File: config.mk
export PLATFORM = sky130hd
export DESIGN_NAME = modbus_tcp_request_deframer
export DESIGN_NICKNAME = d
export VERILOG_FILES = /design/src/rtl/mtrd_pkg.sv /design/src/rtl/mtrd_parser.sv /design/src/rtl/mtrd_result_queue.sv /design/src/rtl/modbus_tcp_request_deframer.sv
export SDC_FILE = /design/constraint.sdc
export NUM_CORES = 1
export LEC_CHECK = 0
export BUFFER_PORTS_ARGS = -buffer_cell sky130_fd_sc_hd__clkbuf_2
export CAP_MARGIN = 30
export CORE_MARGIN = 5
export CORE_UTILIZATION = 55
export DETAILED_ROUTE_END_ITERATION = 12
export MAX_ROUTING_LAYER = met4
export PLACE_DENSITY = 0.83
export SLEW_MARGIN = 20
export SYNTH_ARGS = -nofsm -noshare
export SYNTH_HDL_FRONTEND = slang
export SYNTH_SLANG_ARGS = --single-unit
File: constraint.sdc
create_clock -name aclk -period 7.4 [get_ports aclk]
set_clock_uncertainty 0.1 [all_clocks]
set_input_delay 0.74 -clock aclk [delete_from_list [all_inputs] [get_ports aclk]]
set_output_delay 0.74 -clock aclk [all_outputs]
set_load 0.02 [all_outputs]
File: src/rtl/mtrd_pkg.sv
// types, constants and helpers of the modbus tcp request deframer
`timescale 1ns / 1ps

package mtrd_pkg;

    localparam int MTRD_MAX_FRAME_BYTES = 260;

    // result queue depth
    localparam int RQ_DEPTH = 4;

    // byte positions in the frame
    localparam int POS_TRANS_HI = 0;
    localparam int POS_TRANS_LO = 1;
    localparam int POS_LEN_HI   = 4;
    localparam int POS_LEN_LO   = 5;
    localparam int POS_UNIT     = 6;
    localparam int POS_FUNC     = 7;
    localparam int POS_ADDR_HI  = 8;
    localparam int POS_ADDR_LO  = 9;
    localparam int POS_QTY_HI   = 10;
    localparam int POS_QTY_LO   = 11;
    localparam int POS_BCOUNT   = 12;
    localparam int POS_DATA     = 13;

    // function codes with special bodies
    localparam logic [7:0] FUNC_WRITE_SINGLE_COIL = 8'd5;
    localparam logic [7:0] FUNC_WRITE_SINGLE_REG  = 8'd6;
    localparam logic [7:0] FUNC_WRITE_MULTI_COILS = 8'd15;
    localparam logic [7:0] FUNC_WRITE_MULTI_REGS  = 8'd16;
    localparam logic [7:0] FUNC_READ_FIRST        = 8'd1;

    // result kinds
    localparam logic [1:0] KIND_REG_WORD  = 2'd0;
    localparam logic [1:0] KIND_COIL_BYTE = 2'd1;
    localparam logic [1:0] KIND_SUMMARY   = 2'd2;

    typedef struct packed {
        logic [7:0] data_byte;
        logic       end_of_frame;
    } in_word_t;

    typedef struct packed {
        logic [1:0]  kind;
        logic [15:0] txn_id;
        logic [7:0]  unit_id;
        logic [7:0]  func;
        logic [15:0] base_addr;
        logic [15:0] quantity;
        logic [15:0] value;
        logic [7:0]  index;
        logic        length_ok;
        logic        known_func;
        logic        last;
    } out_word_t;

    // up to two results produced by one accepted byte
    typedef struct packed {
        logic      first_valid;
        logic      second_valid;
        out_word_t first;
        out_word_t second;
    } rslt_push_t;

    function automatic logic func_single(logic [7:0] f);
        return (f == FUNC_WRITE_SINGLE_COIL) || (f == FUNC_WRITE_SINGLE_REG);
    endfunction

    function automatic logic func_known(logic [7:0] f);
        return ((f >= FUNC_READ_FIRST) && (f <= FUNC_WRITE_SINGLE_REG))
            || (f == FUNC_WRITE_MULTI_COILS) || (f == FUNC_WRITE_MULTI_REGS);
    endfunction

endpackage

File: src/rtl/mtrd_parser.sv
// byte position tracking and field capture for one frame
`timescale 1ns / 1ps

module mtrd_parser import mtrd_pkg::*; #(
    parameter int MAX_FRAME_BYTES = MTRD_MAX_FRAME_BYTES
) (
    input  logic       aclk,
    input  logic       aresetn,
    input  logic       in_fire,
    input  in_word_t   in_word,
    output rslt_push_t push
);

    localparam int POS_W = $clog2(MAX_FRAME_BYTES + 1);

    logic [POS_W-1:0] pos_reg, pos_next;
    logic [15:0] trans_reg, trans_next;
    logic [7:0]  unit_reg, unit_next;
    logic [7:0]  func_reg, func_next;
    logic [15:0] addr_reg, addr_next;
    logic [15:0] qty_reg, qty_next;
    logic [15:0] length_reg, length_next;
    logic [7:0]  coil_count_reg, coil_count_next;
    logic [7:0]  hold_reg, hold_next;
    logic [7:0]  count_reg, count_next;

    logic        was_full;
    logic [POS_W-1:0] pos_step;
    logic        val_emit;
    logic [1:0]  val_kind;
    logic [15:0] val_word;
    logic        cur_known, cur_single;
    logic [7:0]  b;
    logic        len_ok;

    always_comb begin
        b          = in_word.data_byte;
        cur_known  = func_known(func_reg);
        cur_single = func_single(func_reg);
        was_full   = pos_reg >= POS_W'(MAX_FRAME_BYTES);
        pos_step   = was_full ? pos_reg : pos_reg + 1'b1;

        pos_next        = pos_reg;
        trans_next      = trans_reg;
        unit_next       = unit_reg;
        func_next       = func_reg;
        addr_next       = addr_reg;
        qty_next        = qty_reg;
        length_next     = length_reg;
        coil_count_next = coil_count_reg;
        hold_next       = hold_reg;
        count_next      = count_reg;
        val_emit        = 1'b0;
        val_kind        = KIND_REG_WORD;
        val_word        = '0;

        if (in_fire && !was_full) begin
            pos_next = pos_step;
            unique case (pos_reg)
                POS_W'(POS_TRANS_HI): trans_next  = {b, trans_reg[7:0]};
                POS_W'(POS_TRANS_LO): trans_next  = {trans_reg[15:8], b};
                POS_W'(POS_LEN_HI):   length_next = {b, length_reg[7:0]};
                POS_W'(POS_LEN_LO):   length_next = {length_reg[15:8], b};
                POS_W'(POS_UNIT):     unit_next   = b;
                POS_W'(POS_FUNC):     func_next   = b;
                POS_W'(POS_ADDR_HI): begin
                    if (cur_known) addr_next = {b, addr_reg[7:0]};
                end
                POS_W'(POS_ADDR_LO): begin
                    if (cur_known) addr_next = {addr_reg[15:8], b};
                end
                POS_W'(POS_QTY_HI): begin
                    if (cur_single) begin
                        hold_next = b;
                    end else if (cur_known) begin
                        qty_next = {b, qty_reg[7:0]};
                    end
                end
                POS_W'(POS_QTY_LO): begin
                    if (cur_single) begin
                        val_emit   = 1'b1;
                        val_word   = {hold_reg, b};
                        count_next = 8'd1;
                    end else if (cur_known) begin
                        qty_next = {qty_reg[15:8], b};
                    end
                end
                POS_W'(POS_BCOUNT): begin
                    if (func_reg == FUNC_WRITE_MULTI_COILS) coil_count_next = b;
                end
                default: begin
                    // data area: coil bytes or register word pairs
                    if (pos_reg >= POS_W'(POS_DATA) && count_reg != 8'hFF) begin
                        if (func_reg == FUNC_WRITE_MULTI_COILS) begin
                            if (count_reg < coil_count_reg) begin
                                val_emit   = 1'b1;
                                val_kind   = KIND_COIL_BYTE;
                                val_word   = {8'h00, b};
                                count_next = count_reg + 8'd1;
                            end
                        end else if (func_reg == FUNC_WRITE_MULTI_REGS) begin
                            // odd positions carry the high byte of each word
                            if (pos_reg[0]) begin
                                hold_next = b;
                            end else if (16'(count_reg) < qty_reg) begin
                                val_emit   = 1'b1;
                                val_word   = {hold_reg, b};
                                count_next = count_reg + 8'd1;
                            end
                        end
                    end
                end
            endcase
        end

        // length field including a low byte taken in this same cycle
        len_ok = !was_full && (pos_step >= POS_W'(POS_UNIT))
            && (length_next == 16'(pos_step) - 16'(POS_UNIT));

        push.first_valid       = val_emit;
        push.first.kind        = val_kind;
        push.first.txn_id      = trans_reg;
        push.first.unit_id     = unit_reg;
        push.first.func        = func_reg;
        push.first.base_addr   = addr_reg;
        push.first.quantity    = cur_single ? 16'd1 : qty_reg;
        push.first.value       = val_word;
        push.first.index       = count_reg;
        push.first.length_ok   = 1'b0;
        push.first.known_func  = cur_known;
        push.first.last        = 1'b0;

        push.second_valid      = in_fire && in_word.end_of_frame;
        push.second.kind       = KIND_SUMMARY;
        push.second.txn_id     = trans_next;
        push.second.unit_id    = unit_next;
        push.second.func       = func_next;
        push.second.base_addr  = addr_next;
        push.second.quantity   = func_single(func_next) ? 16'd1 : qty_next;
        push.second.value      = '0;
        push.second.index      = '0;
        push.second.length_ok  = len_ok;
        push.second.known_func = func_known(func_next);
        push.second.last       = 1'b1;

        if (in_fire && in_word.end_of_frame) begin
            pos_next        = '0;
            trans_next      = '0;
            unit_next       = '0;
            func_next       = '0;
            addr_next       = '0;
            qty_next        = '0;
            length_next     = '0;
            coil_count_next = '0;
            hold_next       = '0;
            count_next      = '0;
        end
    end

    always_ff @(posedge aclk) begin
        if (!aresetn) begin
            pos_reg        <= '0;
            trans_reg      <= '0;
            unit_reg       <= '0;
            func_reg       <= '0;
            addr_reg       <= '0;
            qty_reg        <= '0;
            length_reg     <= '0;
            coil_count_reg <= '0;
            hold_reg       <= '0;
            count_reg      <= '0;
        end else begin
            pos_reg        <= pos_next;
            trans_reg      <= trans_next;
            unit_reg       <= unit_next;
            func_reg       <= func_next;
            addr_reg       <= addr_next;
            qty_reg        <= qty_next;
            length_reg     <= length_next;
            coil_count_reg <= coil_count_next;
            hold_reg       <= hold_next;
            count_reg      <= count_next;
        end
    end

endmodule

File: src/rtl/mtrd_result_queue.sv
// small result queue taking up to two words per cycle
`timescale 1ns / 1ps

module mtrd_result_queue import mtrd_pkg::*; (
    input  logic       aclk,
    input  logic       aresetn,
    input  rslt_push_t push,
    output logic       room,
    output logic       m_valid,
    input  logic       m_ready,
    output out_word_t  m_data
);

    localparam int PTR_W = $clog2(RQ_DEPTH);
    localparam int CNT_W = $clog2(RQ_DEPTH + 1);

    out_word_t mem_reg [RQ_DEPTH];
    logic [PTR_W-1:0] wr_ptr_reg, wr_ptr_next;
    logic [PTR_W-1:0] rd_ptr_reg, rd_ptr_next;
    logic [CNT_W-1:0] count_reg, count_next;
    logic [PTR_W-1:0] second_addr;
    logic             pop;

    always_comb begin
        pop         = m_valid && m_ready;
        second_addr = push.first_valid ? wr_ptr_reg + 1'b1 : wr_ptr_reg;
        wr_ptr_next = wr_ptr_reg + PTR_W'(push.first_valid) + PTR_W'(push.second_valid);
        rd_ptr_next = rd_ptr_reg + PTR_W'(pop);
        count_next  = count_reg + CNT_W'(push.first_valid) + CNT_W'(push.second_valid)
            - CNT_W'(pop);
    end

    // two free slots cover the worst case of one byte
    assign room    = count_reg <= CNT_W'(RQ_DEPTH - 2);
    assign m_valid = count_reg != '0;
    assign m_data  = mem_reg[rd_ptr_reg];

    always_ff @(posedge aclk) begin
        if (push.first_valid) mem_reg[wr_ptr_reg] <= push.first;
        if (push.second_valid) mem_reg[second_addr] <= push.second;
    end

    always_ff @(posedge aclk) begin
        if (!aresetn) begin
            wr_ptr_reg <= '0;
            rd_ptr_reg <= '0;
            count_reg  <= '0;
        end else begin
            wr_ptr_reg <= wr_ptr_next;
            rd_ptr_reg <= rd_ptr_next;
            count_reg  <= count_next;
        end
    end

endmodule

File: src/rtl/modbus_tcp_request_deframer.sv
// top level of the modbus tcp request deframer
`timescale 1ns / 1ps

// Modbus TCP request deframer. Takes one request byte per word on the s_ channel,
// with end_of_frame set on the final byte, and accepts a byte whenever the result
// queue has room. Each byte is parsed in the cycle it is accepted; any result it
// yields is written into a four-entry result queue that drives m_. A value word
// (function 5, 6 or 16) or coil byte (function 15) comes out as soon as its last
// byte arrives, and the final byte adds a frame summary after it, so one byte
// yields at most two results. s_ready is low while fewer than two queue slots are
// free; with m_ready held high the sustained rate is one byte per cycle. Bytes
// beyond MAX_FRAME_BYTES are not parsed and that frame's summary reports a length
// error. Fields not yet received read zero. State clears after every summary.

module modbus_tcp_request_deframer import mtrd_pkg::*; #(
    parameter int MAX_FRAME_BYTES = MTRD_MAX_FRAME_BYTES
) (
    input  logic      aclk,
    input  logic      aresetn,
    input  logic      s_valid,
    output logic      s_ready,
    input  in_word_t  s_data,
    output logic      m_valid,
    input  logic      m_ready,
    output out_word_t m_data
);

    rslt_push_t push;
    logic       room;
    logic       in_fire;

    // a byte is taken whenever the queue can hold its results
    assign s_ready = room;
    assign in_fire = s_valid && room;

    // field capture and result forming
    mtrd_parser #(
        .MAX_FRAME_BYTES(MAX_FRAME_BYTES)
    ) u_parser (
        .aclk    (aclk),
        .aresetn (aresetn),
        .in_fire (in_fire),
        .in_word (s_data),
        .push    (push)
    );

    // output buffering, decouples the parser from m_ready
    mtrd_result_queue u_queue (
        .aclk    (aclk),
        .aresetn (aresetn),
        .push    (push),
        .room    (room),
        .m_valid (m_valid),
        .m_ready (m_ready),
        .m_data  (m_data)
    );

endmodule

==> impl_results.html <==
<table>
<tr><th>Metric</th><th>Value</th></tr>
<tr><th colspan="2">Die</th></tr>
<tr><td>Ports</td><td>108</td></tr>
<tr><td>Initial standard-cell utilization of the core</td><td>between 50% and 60%</td></tr>
<tr><td>Placeable Area</td><td>roughly 43000 sq um</td></tr>
<tr><td>Area enclosed by the die boundary</td><td>between 40000 and 50000 sq um</td></tr>
<tr><td>Die Y-Extent</td><td>~220 microns</td></tr>
<tr><td>Die extent in x</td><td>217 microns</td></tr>
<tr><td>Placement Rows</td><td>76</td></tr>
<tr><th colspan="2">Timing</th></tr>
<tr><td>Post-layout min period</td><td>between 5000 and 6000 ps</td></tr>
<tr><td>Post-route fraction of the period consumed by the critical path</td><td>a little under three quarters</td></tr>
<tr><td>Highest achievable clock rate</td><td>approximately 0.19 GHz</td></tr>
<tr><td>Setup TNS</td><td>0 ps</td></tr>
<tr><td>Remaining max-slew budget at the tightest pin</td><td>between 20% and 30%</td></tr>
<tr><td>WHS</td><td>about 350 ps</td></tr>
<tr><td>Setup Viol. Count Final</td><td>0</td></tr>
<tr><td>Slew @ Worst Pin</td><td>~1100 ps</td></tr>
<tr><td>Final count of hold timing violations</td><td>0</td></tr>
<tr><td>RSZ-0062 raised after global routing</td><td>false</td></tr>
<tr><td>Final max-slew violation count</td><td>0</td></tr>
<tr><th colspan="2">Global routing</th></tr>
<tr><td>Total routing resource utilization after global routing</td><td>between 20 and 30%</td></tr>
<tr><td>Largest net degree at the start of global routing</td><td>76</td></tr>
<tr><td>Global-route wire length before repair</td><td>105 mm</td></tr>
<tr><td>Antenna violations before repair</td><td>2</td></tr>
<tr><td>Vias in the first global route</td><td>about 19000</td></tr>
<tr><td>Remaining Overflow, GRT</td><td>0</td></tr>
<tr><th colspan="2">Yosys</th></tr>
<tr><td>Post-synth net total</td><td>2215</td></tr>
<tr><td>Prevailing post-synth register cell</td><td>edfxtp_1</td></tr>
<tr><td>Number of flip-flops and latches in the synthesized netlist</td><td>488</td></tr>
<tr><td>Synth area leader</td><td>edfxtp_1</td></tr>
<tr><td>Sequential share of the synthesized area</td><td>52.5%</td></tr>
<tr><td>Most numerous cell types in the synthesized netlist</td><td>nand2_1, edfxtp_1, dfxtp_1, a21oi_1, nor2_1</td></tr>
<tr><td>Synth unique cells</td><td>93</td></tr>
<tr><td>Share of the synthesized area in the top cell type</td><td>between 30% and 40%</td></tr>
<tr><td>Largest cells by area after synthesis</td><td>edfxtp_1, dfxtp_1, mux4_2</td></tr>
<tr><td>Post-synth ARST share</td><td>0%</td></tr>
<tr><td>Most frequently used cell type in the post-synthesis netlist</td><td>nand2_1</td></tr>
<tr><td>Number of flops mapped to enable cells by yosys</td><td>about 260</td></tr>
<tr><td>Number of warnings issued by yosys</td><td>0</td></tr>
<tr><td>Average instance area after synthesis</td><td>10.9 sq um</td></tr>
<tr><td>Post-Syn Area</td><td>23700 sq um</td></tr>
<tr><td>Synthesized instance count</td><td>2172</td></tr>
<tr><th colspan="2">Setup path</th></tr>
<tr><td>Req. time, crit path</td><td>around 7500 ps</td></tr>
<tr><td>Worst EP arrival</td><td>about 5400 ps</td></tr>
<tr><td>Cell type of the slowest stage on the worst timing path</td><td>dfxtp_1</td></tr>
<tr><td>Critical path startpoint category</td><td>flop</td></tr>
<tr><td>Biggest fanout along the worst timing path</td><td>37</td></tr>
<tr><td>Largest incremental delay on the critical path</td><td>around 850 ps</td></tr>
<tr><td>Cell-by-cell listing of the critical path</td><td>o311a_1 -&gt; nor3_1 -&gt; nor4_1 -&gt; a31oi_4 -&gt; a21oi_4 -&gt; mux2_4 -&gt; nand2_2 -&gt; buf_4 -&gt; nand2_4 -&gt; buf_4</td></tr>
<tr><td>Crit path buffers/inverters</td><td>2</td></tr>
<tr><td>Dominant cell type by count on the critical path</td><td>buf_4</td></tr>
<tr><td>Crit-path leading delay family</td><td>simple AND/OR/NAND/NOR gates</td></tr>
<tr><td>Kind of capture point of the worst setup path</td><td>flop</td></tr>
<tr><td>Worst Setup Path Type</td><td>reg2reg</td></tr>
<tr><td>Flop2flop setup slack</td><td>2090 ps</td></tr>
<tr><th colspan="2">Routing</th></tr>
<tr><td>Count of vias placed by the detailed router</td><td>between 15000 and 20000</td></tr>
<tr><td>Post-DRT Antenna Nets</td><td>0</td></tr>
<tr><td>Total DRC errors in the routed layout</td><td>0</td></tr>
<tr><td>Total wire length</td><td>a little under 70 mm</td></tr>
<tr><td>Length of the first detailed-routing pass in iterations</td><td>6</td></tr>
<tr><td>WL per Instance</td><td>24.6 microns</td></tr>
<tr><td>Routed via count divided by cell count</td><td>6.74</td></tr>
<tr><td>DRC marker count from the first detailed-route iteration</td><td>slightly below 3000</td></tr>
<tr><th colspan="2">Layout</th></tr>
<tr><td>Synth-to-Final Area Change</td><td>10.1%</td></tr>
<tr><td>Max reg flops</td><td>368</td></tr>
<tr><td>Nets@finish</td><td>between 2000 and 2500</td></tr>
<tr><td>Ratio of cells with drive above 1 in the final layout</td><td>between 15 and 20%</td></tr>
<tr><th colspan="2">CTS</th></tr>
<tr><td># clock sinks</td><td>488</td></tr>
<tr><td>Number of buffers added to fix hold violations after cts</td><td>0</td></tr>
<tr><td>Post-cts resize count</td><td>0</td></tr>
<tr><td>Depth of the CTS H-tree</td><td>2</td></tr>
<tr><td>Post-CTS Setup Repair Bufs</td><td>0</td></tr>
<tr><td>Maximum clock path buffer count</td><td>3</td></tr>
<tr><td>Buffer cell driving the clock tree root</td><td>clkbuf_16</td></tr>
<tr><td>CTS tree</td><td>done</td></tr>
<tr><td>CTS buffer count</td><td>47</td></tr>
<tr><td>Clock latency at the later pin of the worst-skew pair</td><td>580 ps</td></tr>
<tr><td>Clock-pin slew reported for the worst setup and hold paths after clock tree synthesis</td><td>~60 ps</td></tr>
<tr><th colspan="2">Placement</th></tr>
<tr><td>Routability congestion estimate</td><td>around 0.93</td></tr>
<tr><td>Count of buffers from port buffering</td><td>about 110</td></tr>
<tr><td>HPWL reported at the end of detailed placement</td><td>~41 mm</td></tr>
<tr><th colspan="2">Run status</th></tr>
<tr><td>Status</td><td>completed</td></tr>
<tr><th colspan="2">Min path</th></tr>
<tr><td>Type of the tightest min-delay check</td><td>reg2reg</td></tr>
<tr><th colspan="2">Run</th></tr>
<tr><td>Total of max-cap violations</td><td>0</td></tr>
<tr><th colspan="2">Power and ir drop</th></tr>
<tr><td>Static Leakage</td><td>0.00865 uW</td></tr>
<tr><td>Power density over the cells</td><td>291 nW/um^2</td></tr>
<tr><td>VDD IR-drop max</td><td>between 0.0002 and 0.00025 V</td></tr>
</table>
-- power breakdown --
group          leakage [uW]  total [uW]  switching (uW)  internal, uW
combinational       0.00359        1940            1290           649
clock              0.000752        2410            1030          1380
sequential          0.00431        3220             140          3080
-- final cells by class --
class / count / area (sq um)
Fill cell: 3172 / 16700
Sequential cell: 488 / 12400
Multi-Input combinational cell: 1470 / 10400
Clock buffer: 64 / 1300
Timing Repair Buffer: 140 / 856
Tap cell: 546 / 683
Clock inverter: 21 / 220
Inverter: 37 / 141
Antenna cell: 2 / 5.00
-- tightest hold or removal path, stage by stage, from the launching register on --
cell,delay [ps]
dfxtp_1,310
nand2_1,50
nand2_1,40
-- placed cells by master, fill, tap and decap left out, drive strengths merged, types with 11 or more instances in the layout --
cell     count
mux2i       56
a21oi      152
a31oi       11
mux4        92
clkinv      15
clkbuf     171
xor2        14
a22oi       39
inv         38
a22o        48
xnor2       14
and2        23
ha          27
nor4        13
nor2       134
o21ai      119
nor2b       13
o31ai       29
nand2      371
edfxtp     264
nand3       81
dfxtp      224
buf         33
nor3        16
or3         21
o2bb2ai     50
-- path summary, 6_finish.rpt --
path,startpoint,endpoint,cells after the start
worst max register to register,u_parser.pos_reg[3]$_SDFFE_PP0N_,u_queue.mem_reg[0][58]$_DFFE_PP_,10
worst min register to register,u_queue.mem_reg[2][0]$_SDFFE_PP1P_,u_queue.mem_reg[2][0]$_SDFFE_PP1P_,2
worst min-delay path,u_queue.mem_reg[2][0]$_SDFFE_PP1P_,u_queue.mem_reg[2][0]$_SDFFE_PP1P_,2
worst max-delay path,u_parser.pos_reg[3]$_SDFFE_PP0N_,u_queue.mem_reg[0][58]$_DFFE_PP_,10
-- stage by stage --
stage | instances | setup slack (ps) | total power [uW] | cell area, sq um | utilization [%]
floorplan | 2172 | 2690 | 4520 | 23700 | -
global placement | 2672 | 2320 | 5130 | 24400 | 57.0
detailed placement | 2678 | 2200 | 5190 | 24500 | 57.2
CTS | 2763 | 2160 | 7560 | 26000 | 60.8
global route | 2768 | 1840 | 7810 | 26000 | 60.9
finish | 2768 | 2090 | 7570 | 26000 | 60.9
-- metal layers --
layer	track usage, %	vias to the layer above	wire, microns
met4	14.8	0	3410
li1	-	8119	-
met2	46.4	1277	33000
met1	35.8	8979	23800
met5	-	-	0
met3	5.06	274	7780
-- kinds of logic (layout without fill, tap and decap cells) --
logic type | Yosys count | count (layout) | synth area share, %
adder cells (fa/ha/maj) | 30 | 30 | 1.68
XOR/XNOR | 28 | 28 | 1.04
buffers and inverters | 214 | 262 | 3.91
multiplexers | 156 | 156 | 11.6
AND/OR/NAND/NOR | 722 | 722 | 13.8
other | 0 | 2 | 0
flip-flops | 488 | 488 | 52.5
AO/OA/AOI/OAI | 534 | 534 | 15.5
(Power assumes the default switching activity.)
